--- src/rtl/ycmnd_pkg.sv ---
// Shared types and constants for the YIN normalized-difference threshold block.
// Used by the controller, the datapath and the top level.
package ycmnd_pkg;

   // Frame and field sizes.
   localparam int MAX_LAGS  = 1024;
   localparam int LAG_W     = 10;
   localparam int CNT_W     = $clog2(MAX_LAGS + 1);
   localparam int DATA_W    = 32;
   localparam int THRESH_W  = 16;
   localparam int SUM_W     = 42;
   localparam int PROD_W    = LAG_W + DATA_W;
   localparam int FRAC_W    = 16;

   // Divider sizing: one quotient bit per cycle.
   localparam int DIV_STEPS = DATA_W;
   localparam int DIV_CNT_W = $clog2(DIV_STEPS);

   localparam logic [THRESH_W-1:0] THRESH_RESET = THRESH_W'(13107);
   localparam logic [DATA_W-1:0]   NORM_SAT     = '1;
   localparam logic [SUM_W-1:0]    SUM_MAX      = '1;

   // Search progress within one frame.
   typedef enum logic [1:0] {
      PH_SEARCHING,
      PH_DESCENDING,
      PH_DONE
   } phase_type;

   // Controller states.
   typedef enum logic [2:0] {
      ST_IDLE,
      ST_CHECK,
      ST_DIV,
      ST_EVAL,
      ST_FINISH,
      ST_EMIT
   } state_type;

   // Commands from the controller to the datapath.
   typedef struct packed {
      logic load;
      logic check;
      logic div_step;
      logic eval;
      logic emit;
   } cmd_type;

   // Status from the datapath to the controller.
   typedef struct packed {
      logic need_div;
      logic overflow;
      logic last;
      logic out_free;
   } status_type;

endpackage

--- src/rtl/ycmnd_ctrl.sv ---
// Controller state machine for the YIN normalized-difference threshold block.
// Depends on ycmnd_pkg for the state enum and the command and status structs.
module ycmnd_ctrl
   import ycmnd_pkg::*;
(
   input  logic       clock,
   input  logic       reset,
   input  logic       req_valid,
   output logic       req_stall,
   input  status_type status,
   output cmd_type    cmd
);

   state_type            state_ff, state_in;
   logic [DIV_CNT_W-1:0] div_cnt_ff, div_cnt_in;
   logic                 div_last;

   assign div_last = (div_cnt_ff == DIV_CNT_W'(DIV_STEPS - 1));

   // State and divide step counter registers.
   always_ff @(posedge clock) begin
      if (reset) begin
         state_ff   <= ST_IDLE;
         div_cnt_ff <= '0;
      end else begin
         state_ff   <= state_in;
         div_cnt_ff <= div_cnt_in;
      end
   end

   // Next state.
   always_comb begin
      state_in   = state_ff;
      div_cnt_in = div_cnt_ff;
      unique case (state_ff)
         ST_IDLE: begin
            if (req_valid) begin
               state_in = ST_CHECK;
            end
         end
         ST_CHECK: begin
            div_cnt_in = '0;
            if (!status.need_div) begin
               state_in = ST_FINISH;
            end else if (status.overflow) begin
               state_in = ST_EVAL;
            end else begin
               state_in = ST_DIV;
            end
         end
         ST_DIV: begin
            div_cnt_in = div_cnt_ff + 1'b1;
            if (div_last) begin
               state_in = ST_EVAL;
            end
         end
         ST_EVAL: begin
            state_in = ST_FINISH;
         end
         ST_FINISH: begin
            state_in = status.last ? ST_EMIT : ST_IDLE;
         end
         ST_EMIT: begin
            if (status.out_free) begin
               state_in = ST_IDLE;
            end
         end
         default: begin
            state_in = ST_IDLE;
         end
      endcase
   end

   // Outputs.
   always_comb begin
      req_stall    = (state_ff != ST_IDLE);
      cmd.load     = (state_ff == ST_IDLE) && req_valid;
      cmd.check    = (state_ff == ST_CHECK) && status.need_div;
      cmd.div_step = (state_ff == ST_DIV);
      cmd.eval     = (state_ff == ST_EVAL);
      cmd.emit     = (state_ff == ST_EMIT) && status.out_free;
   end

endmodule

--- src/rtl/ycmnd_dp.sv ---
// Datapath for the YIN normalized-difference threshold block: running sum,
// lag times difference product, restoring divider, lag search and result register.
// Depends on ycmnd_pkg for sizes, the phase enum and the command and status structs.
module ycmnd_dp
   import ycmnd_pkg::*;
(
   input  logic                clock,
   input  logic                reset,
   input  cmd_type             cmd,
   output status_type          status,
   input  logic [DATA_W-1:0]   req_difference_value,
   input  logic                req_last_lag,
   input  logic                csr_write_enable,
   input  logic [THRESH_W-1:0] csr_write_data,
   output logic                rsp_valid,
   input  logic                rsp_stall,
   output logic                rsp_found,
   output logic [LAG_W-1:0]    rsp_lag,
   output logic [DATA_W-1:0]   rsp_norm_value
);

   // Configuration and frame state.
   logic [THRESH_W-1:0] thresh_ff;
   logic [CNT_W-1:0]    lag_cnt_ff;
   logic [SUM_W-1:0]    sum_ff, sum_in;
   phase_type           phase_ff, phase_in;
   logic [LAG_W-1:0]    best_lag_ff, best_lag_in;
   logic [DATA_W-1:0]   best_norm_ff, best_norm_in;

   // Per-request working registers.
   logic [LAG_W-1:0]    cur_lag_ff;
   logic [PROD_W-1:0]   prod_ff;
   logic                need_div_ff;
   logic                last_ff;
   logic                sat_ff;
   logic [SUM_W-1:0]    rem_ff, rem_in;
   logic [DATA_W-1:0]   quo_ff, quo_in;

   // Result register.
   logic                rsp_valid_ff;
   logic                rsp_found_ff;
   logic [LAG_W-1:0]    rsp_lag_ff;
   logic [DATA_W-1:0]   rsp_norm_ff;

   logic                active;
   logic [SUM_W:0]      sum_add;
   logic [SUM_W:0]      rem_shift;
   logic                rem_ge;
   logic                overflow;
   logic [DATA_W-1:0]   norm;

   assign active = (lag_cnt_ff < CNT_W'(MAX_LAGS));

   // Saturating running sum.
   assign sum_add = {1'b0, sum_ff} + {{(SUM_W + 1 - DATA_W){1'b0}}, req_difference_value};
   assign sum_in  = sum_add[SUM_W] ? SUM_MAX : sum_add[SUM_W-1:0];

   // Quotient of 2^16 or more, or a zero sum, saturates the normalized value.
   assign overflow = ({{(SUM_W - (PROD_W - FRAC_W)){1'b0}}, prod_ff[PROD_W-1:FRAC_W]} >= sum_ff);

   // One restoring divide step: shift in the next dividend bit and try a subtract.
   assign rem_shift = {rem_ff, quo_ff[DATA_W-1]};
   assign rem_ge    = (rem_shift >= {1'b0, sum_ff});
   always_comb begin
      rem_in = rem_ge ? SUM_W'(rem_shift - {1'b0, sum_ff}) : rem_shift[SUM_W-1:0];
      quo_in = {quo_ff[DATA_W-2:0], rem_ge};
   end

   assign norm = sat_ff ? NORM_SAT : quo_ff;

   // Threshold search followed by descent while values keep dropping.
   always_comb begin
      phase_in     = phase_ff;
      best_lag_in  = best_lag_ff;
      best_norm_in = best_norm_ff;
      unique case (phase_ff)
         PH_SEARCHING: begin
            if (norm < {{(DATA_W - THRESH_W){1'b0}}, thresh_ff}) begin
               phase_in     = PH_DESCENDING;
               best_lag_in  = cur_lag_ff;
               best_norm_in = norm;
            end
         end
         PH_DESCENDING: begin
            if (norm < best_norm_ff) begin
               best_lag_in  = cur_lag_ff;
               best_norm_in = norm;
            end else begin
               phase_in = PH_DONE;
            end
         end
         PH_DONE: begin
            phase_in = PH_DONE;
         end
         default: begin
            phase_in = PH_DONE;
         end
      endcase
   end

   // Threshold register.
   always_ff @(posedge clock) begin
      if (reset) begin
         thresh_ff <= THRESH_RESET;
      end else if (csr_write_enable) begin
         thresh_ff <= csr_write_data;
      end
   end

   // Frame state: lag counter, running sum and search progress.
   always_ff @(posedge clock) begin
      if (reset || cmd.emit) begin
         lag_cnt_ff   <= '0;
         sum_ff       <= '0;
         phase_ff     <= PH_SEARCHING;
         best_lag_ff  <= '0;
         best_norm_ff <= NORM_SAT;
      end else begin
         if (cmd.load && active) begin
            lag_cnt_ff <= lag_cnt_ff + 1'b1;
            if (lag_cnt_ff != '0) begin
               sum_ff <= sum_in;
            end
         end
         if (cmd.eval) begin
            phase_ff     <= phase_in;
            best_lag_ff  <= best_lag_in;
            best_norm_ff <= best_norm_in;
         end
      end
   end

   // Per-request registers and the divider.
   always_ff @(posedge clock) begin
      if (reset) begin
         need_div_ff <= 1'b0;
         last_ff     <= 1'b0;
      end else if (cmd.load) begin
         need_div_ff <= active && (lag_cnt_ff >= CNT_W'(2));
         last_ff     <= req_last_lag;
      end
   end

   always_ff @(posedge clock) begin
      if (cmd.load) begin
         cur_lag_ff <= lag_cnt_ff[LAG_W-1:0];
         prod_ff    <= PROD_W'(lag_cnt_ff[LAG_W-1:0] * req_difference_value);
      end
      if (cmd.check) begin
         sat_ff <= overflow;
         rem_ff <= {{(SUM_W - (PROD_W - FRAC_W)){1'b0}}, prod_ff[PROD_W-1:FRAC_W]};
         quo_ff <= {prod_ff[FRAC_W-1:0], {(DATA_W - FRAC_W){1'b0}}};
      end else if (cmd.div_step) begin
         rem_ff <= rem_in;
         quo_ff <= quo_in;
      end
   end

   // Result register; a waiting result holds up only the final request of a frame, not the others.
   always_ff @(posedge clock) begin
      if (reset) begin
         rsp_valid_ff <= 1'b0;
      end else if (cmd.emit) begin
         rsp_valid_ff <= 1'b1;
      end else if (!rsp_stall) begin
         rsp_valid_ff <= 1'b0;
      end
   end

   always_ff @(posedge clock) begin
      if (cmd.emit) begin
         rsp_found_ff <= (phase_ff != PH_SEARCHING);
         rsp_lag_ff   <= (phase_ff != PH_SEARCHING) ? best_lag_ff : '0;
         rsp_norm_ff  <= (phase_ff != PH_SEARCHING) ? best_norm_ff : '0;
      end
   end

   assign status.need_div = need_div_ff;
   assign status.overflow = overflow;
   assign status.last     = last_ff;
   assign status.out_free = !rsp_valid_ff || !rsp_stall;

   assign rsp_valid      = rsp_valid_ff;
   assign rsp_found      = rsp_found_ff;
   assign rsp_lag        = rsp_lag_ff;
   assign rsp_norm_value = rsp_norm_ff;

endmodule

--- src/rtl/yin_cmnd_threshold_lag.sv ---
// Top level of the YIN normalized-difference threshold block.
// Instantiates ycmnd_ctrl and ycmnd_dp; depends on ycmnd_pkg.
//
// Feed one difference value per lag, starting at lag 0, and mark the final lag
// of each frame with req_last_lag; one result (found, lag, Q16.16 value) comes
// out per frame and the frame state then clears. Each request for lags 2 through
// 1023 goes through the restoring divider that forms lag*d/sum one quotient bit
// per cycle; a request at lag 0 or 1, past the last supported lag, or with a
// saturated quotient skips the divide steps. The final request of a frame also
// loads the result register, and waits while an earlier result is still there.
// The threshold may be written any time the block is idle.
module yin_cmnd_threshold_lag
   import ycmnd_pkg::*;
(
   input  logic                clock,
   input  logic                reset,
   input  logic                req_valid,
   output logic                req_stall,
   input  logic [DATA_W-1:0]   req_difference_value,
   input  logic                req_last_lag,
   output logic                rsp_valid,
   input  logic                rsp_stall,
   output logic                rsp_found,
   output logic [LAG_W-1:0]    rsp_lag,
   output logic [DATA_W-1:0]   rsp_norm_value,
   input  logic                csr_write_enable,
   input  logic [THRESH_W-1:0] csr_write_data
);

   cmd_type    cmd;
   status_type status;

   // Sequencer.
   ycmnd_ctrl u_ctrl (
      .clock     (clock),
      .reset     (reset),
      .req_valid (req_valid),
      .req_stall (req_stall),
      .status    (status),
      .cmd       (cmd)
   );

   // Arithmetic, search state and result register.
   ycmnd_dp u_dp (
      .clock                (clock),
      .reset                (reset),
      .cmd                  (cmd),
      .status               (status),
      .req_difference_value (req_difference_value),
      .req_last_lag         (req_last_lag),
      .csr_write_enable     (csr_write_enable),
      .csr_write_data       (csr_write_data),
      .rsp_valid            (rsp_valid),
      .rsp_stall            (rsp_stall),
      .rsp_found            (rsp_found),
      .rsp_lag              (rsp_lag),
      .rsp_norm_value       (rsp_norm_value)
   );

endmodule

--- config.mk ---
export PLATFORM = sky130hd
export DESIGN_NAME = yin_cmnd_threshold_lag
export DESIGN_NICKNAME = d
export VERILOG_FILES = /design/src/rtl/ycmnd_pkg.sv /design/src/rtl/ycmnd_ctrl.sv /design/src/rtl/ycmnd_dp.sv /design/src/rtl/yin_cmnd_threshold_lag.sv
export SDC_FILE = /design/constraint.sdc
export NUM_CORES = 1
export LEC_CHECK = 0
export BUFFER_PORTS_ARGS = -buffer_cell sky130_fd_sc_hd__buf_2
export CORE_MARGIN = 5
export CORE_UTILIZATION = 55
export DETAILED_ROUTE_END_ITERATION = 10
export HOLD_SLACK_MARGIN = 0.1
export PLACE_DENSITY_LB_ADDON = 0.2
export REMOVE_ABC_BUFFERS = 1
export SLEW_MARGIN = 20
export SYNTH_ARGS = -nofsm -noshare
export SYNTH_HDL_FRONTEND = slang
export SYNTH_HIERARCHICAL = 1
export SYNTH_SLANG_ARGS = --single-unit
--- constraint.sdc ---
create_clock -name clock -period 15.1 [get_ports clock]
set_input_delay 1.51 -clock clock [delete_from_list [all_inputs] [get_ports clock]]
set_output_delay 1.51 -clock clock [all_outputs]
set_load 0.05 [all_outputs]
==> summary.md <==
| Metric | Value |
|---|---|
| Ordered cell list for the critical path | buf_2 > nand2_1 > fa_1 > fa_1 > inv_1 > fa_1 > fa_1 > inv_1 > fa_1 > inv_1 > ha_1 > a21oi_1 > o21ai_0 > a21oi_1 > o21a_1 > o21ai_0 > a32oi_1 > o21ai_0 > a311oi_1 > o21ai_0 > xnor2_1 |
| Fill count | between 4000 and 5000 |
| Number of port buffers | a little under 100 |
| CP max stage delay | 0.63 ns |
| Rows | 81 |
| Die height | roughly 230 um |
| GR Util met3 | 2.95% |
| Sequential-to-total area share from yosys stat | a little over a quarter |
| Crit path DAT | between 7 and 8 ns |
| Warnings from Yosys | 6 |
| Share of flip-flops with an asynchronous set or reset | 0% |
| GPL Wtd Cong | a little under 1 |
| EDFF count, synth | between 100 and 150 |
| CP most frequent cell | fa_1 |
| Clock skew | approximately 0.028 ns |
| FF-to-FF setup slack | around 8.1 ns |
| Nets | approximately 3500 |
| Later-pin clock latency in the skew report | roughly 0.55 ns |
| Clk root buf | clkbuf_16 |
| Hold Violations, Final | 0 |
| WL/cell | 18.0 um |
| WS Path Type | input pin to flop |
| Clk sinks | 294 |
| Post-Route WL | about 66 mm |
| Area fraction of the dominant cell type after synthesis | between 15 and 20% |
| Clk buf depth | 3 |
| Top_reg_cell synth | dfxtp_1 |
| ANT cells | 0 |
| Worst-path fanout max | 11 |
| Busiest grt layer | met2 |
| H-tree levels | 2 |
| Num ports | 99 |
| Unique masters post-synth | 86 |
| Worst setup SP type | input pin |
| Mean post-synth cell area | between 9 and 10 um^2 |
| Area of the multi-input gates | 0.0179 mm^2 |
| Die Wd | roughly 230 um |
| Crit. End Element | flop |
| Leakage | between 10 and 15 nW |
| Routed Antenna Nets | 0 |
| DR vias/cell | 5.71 |
| Fin Setup TNS | 0 ns |
| Core Area | between 0.04 and 0.05 mm^2 |
| Area delta synth->final | 7.29% |
| CTS tree | yes |
| Storage cell area | about 0.0073 mm^2 |
| Fin crit period | about 7.2 ns |
| Yosys reg bits | between 200 and 300 |
| Finished Layout Cells | 3664 |
| Final setup viols | 0 |
| Clk slew on worst S/H paths | around 0.050 ns |
| Status | complete, no violations |
| First-pass GRT wire length | between 100 and 150 mm |
| TritonRoute pass-1 iters | 5 |
| Maximum number of pins on one net before global-route repair | 98 |
| Total power | 2.82 mW |
| Post-detail-place hpwl | roughly 50 mm |
| Iter 0 DRT Violations | ~1500 |
| Crit path max-delay family | adder cells |
| Grt ovf | 0 |
| Remaining DRCs | 0 |
| Critical-path top delay cell | a311oi_1 |
| Full die area | roughly 0.054 mm^2 |
| Worst slew pin tran | 1.05 ns |
| Initial core utilization | approximately 55% |
| Synth Instances | 2970 |
| Maxcap violations | 0 |
| CTS Hold Bufs | 0 |
| Buffers plus inverters on the worst setup path | 4 |
| Max frequency | ~140 MHz |
| GR Util All Layers | approximately a quarter |
| Hold_ws | ~0.45 ns |
| Req. time, crit path | between 15 and 20 ns |
| Final period util | between 40% and 50% |
| Met1 usage | a little over a third |
| Resized cells post-CTS | 0 |
| Initial antenna violation count | 1 |
| Final count of pins violating max slew | 0 |
| Synth top area cells | fa_1 18%, edfxtp_1 15%, dfxtp_1 12% |
| Post-Layout Inst Area | 0.0290 mm^2 |
| PwrDens | slightly below 100 mW/mm^2 |
| GRT met2 Usage | 41.4% |
| Hold/Removal Path Class | flop to flop |
| Number of setup buffers added after CTS | 0 |
| Relative slew margins | 29.9% |
| Vias | 20911 |
| Vias in the first global route | ~21000 |
| Synthesized area | roughly 0.027 mm^2 |
| Yosys top cell by area | fa_1 |
| Maximum VDD drop | 0.0904 mV |
| Cell Area, Placed | ~0.028 mm^2 |
| Share of layout cells above drive strength 1 | between 8 and 9% |
| Inserted Clock Buffers | 35 |
| Placed Cells | 3600 |
| RSZ-0062 raised after global routing | no |
path summary, 6_finish.rpt:
path                      startpoint                   to  depth (start not counted)
min              u_dp/best_lag_ff[5]  u_dp/best_lag_ff[5]                          2
max reg2reg       u_dp/lag_cnt_ff[2]     u_dp/prod_ff[39]                         21
max          req_difference_value[0]     u_dp/prod_ff[36]                         21
min reg2reg      u_dp/best_lag_ff[5]  u_dp/best_lag_ff[5]                          2
layout make-up:
class	count	area share (%)
Clock buffer	47	3.32
Clock inverter	17	0.444
Inverter	343	4.44
Multi-Input combinational cell	2178	61.6
Sequential cell	294	25.1
Tap cell	664	2.87
Timing Repair Buffer	121	2.29
cells by family after synthesis:
| kind of cell | Yosys count | share of synthesized area (%) |
|---|---|---|
| AO/OA/AOI/OAI | 602 | 14.9 |
| adder cells (fa/ha/maj) | 467 | 28.3 |
| flip-flops | 294 | 26.9 |
| AND/OR/NAND/NOR | 941 | 17.0 |
| buffers and inverters | 498 | 7.14 |
| multiplexers | 65 | 2.51 |
| XOR/XNOR | 103 | 3.34 |
cells in the mapped netlist (all sizes together), types with 91 or more instances:
cell	number
nor2	186
fa	240
edfxtp	138
o21ai	100
a21oi	170
clkbuf	109
and2	188
inv	343
dfxtp	156
nand2	326
a21o	91
ha	227
cells in the final DEF (no fill, tap or decap), types with 9 or more instances in the layout:
| master | n |
|---|---|
| xor2_1 | 44 |
| inv_1 | 343 |
| buf_2 | 98 |
| o21ai_0 | 94 |
| ha_1 | 227 |
| nand2_1 | 326 |
| edfxtp_1 | 138 |
| nand2b_1 | 26 |
| fa_1 | 240 |
| nand4_1 | 26 |
| o211ai_1 | 48 |
| or3_1 | 10 |
| a21o_1 | 91 |
| and3_1 | 23 |
| nor2b_1 | 22 |
| buf_4 | 23 |
| nor3_1 | 24 |
| nor4_1 | 12 |
| and2_1 | 187 |
| dfxtp_1 | 156 |
| clkbuf_1 | 9 |
| a31oi_1 | 19 |
| a221oi_1 | 33 |
| o21a_1 | 17 |
| xnor2_1 | 59 |
| clkbuf_16 | 36 |
| mux2_2 | 22 |
| mux2i_1 | 43 |
| a21oi_1 | 169 |
| nand3_1 | 37 |
| or2_2 | 36 |
| a211oi_1 | 22 |
| o21bai_1 | 20 |
| nor2_1 | 183 |
stage by stage:
step / utilization [%] / setup WS [ns]
floorplan: - / 8.10
global placement: 57.2 / 7.58
detailed placement: 57.2 / 7.41
CTS: 59.5 / 7.95
global route: 59.5 / 7.57
finish: 59.5 / 7.87
sequential cells by signal, indices dropped and copies added, names as in the netlist, 2 cells and up:
signal and cells:
u_dp/quo_ff 32, u_dp/rem_ff 42, u_ctrl/state_ff 3, u_dp/sum_ff 42, u_dp/best_norm_ff 32, u_dp/thresh_ff 16, u_ctrl/div_cnt_ff 5, u_dp/prod_ff 42
u_dp/cur_lag_ff 10, u_dp/lag_cnt_ff 11, u_dp/rsp_norm_value 32, u_dp/rsp_lag 10, u_dp/best_lag_ff 10, u_dp/phase_ff 2
routing by layer:
metal / vias to the layer above / part of all wire (%)
met5: - / 0
met4: 0 / 1.8
met3: 97 / 5.5
met2: 575 / 47
met1: 10202 / 45
li1: 10037 / -
where the power goes:
group,leakage [nW],switching [mW],internal [mW]
Sequential,2.57,0.0414,0.921
Clock,0.524,0.340,0.468
Combinational,10.9,0.622,0.432
worst reg2reg max path, cell delays in order (launching register included):
cell and delay, ns:
dfxtp_1 0.68, buf_4 0.43, nand2_1 0.15, fa_1 0.51
inv_1 0.05, fa_1 0.53, fa_1 0.44, fa_1 0.56
inv_1 0.06, fa_1 0.54, inv_1 0.05, ha_1 0.37
a21o_1 0.19, a21o_1 0.17, a21o_1 0.18, a211o_1 0.29
a221oi_1 0.40, o211ai_1 0.21, a21o_1 0.25, a2111oi_0 0.39
o21bai_1 0.12, xor2_1 0.15
(Power assumes the default switching activity.)
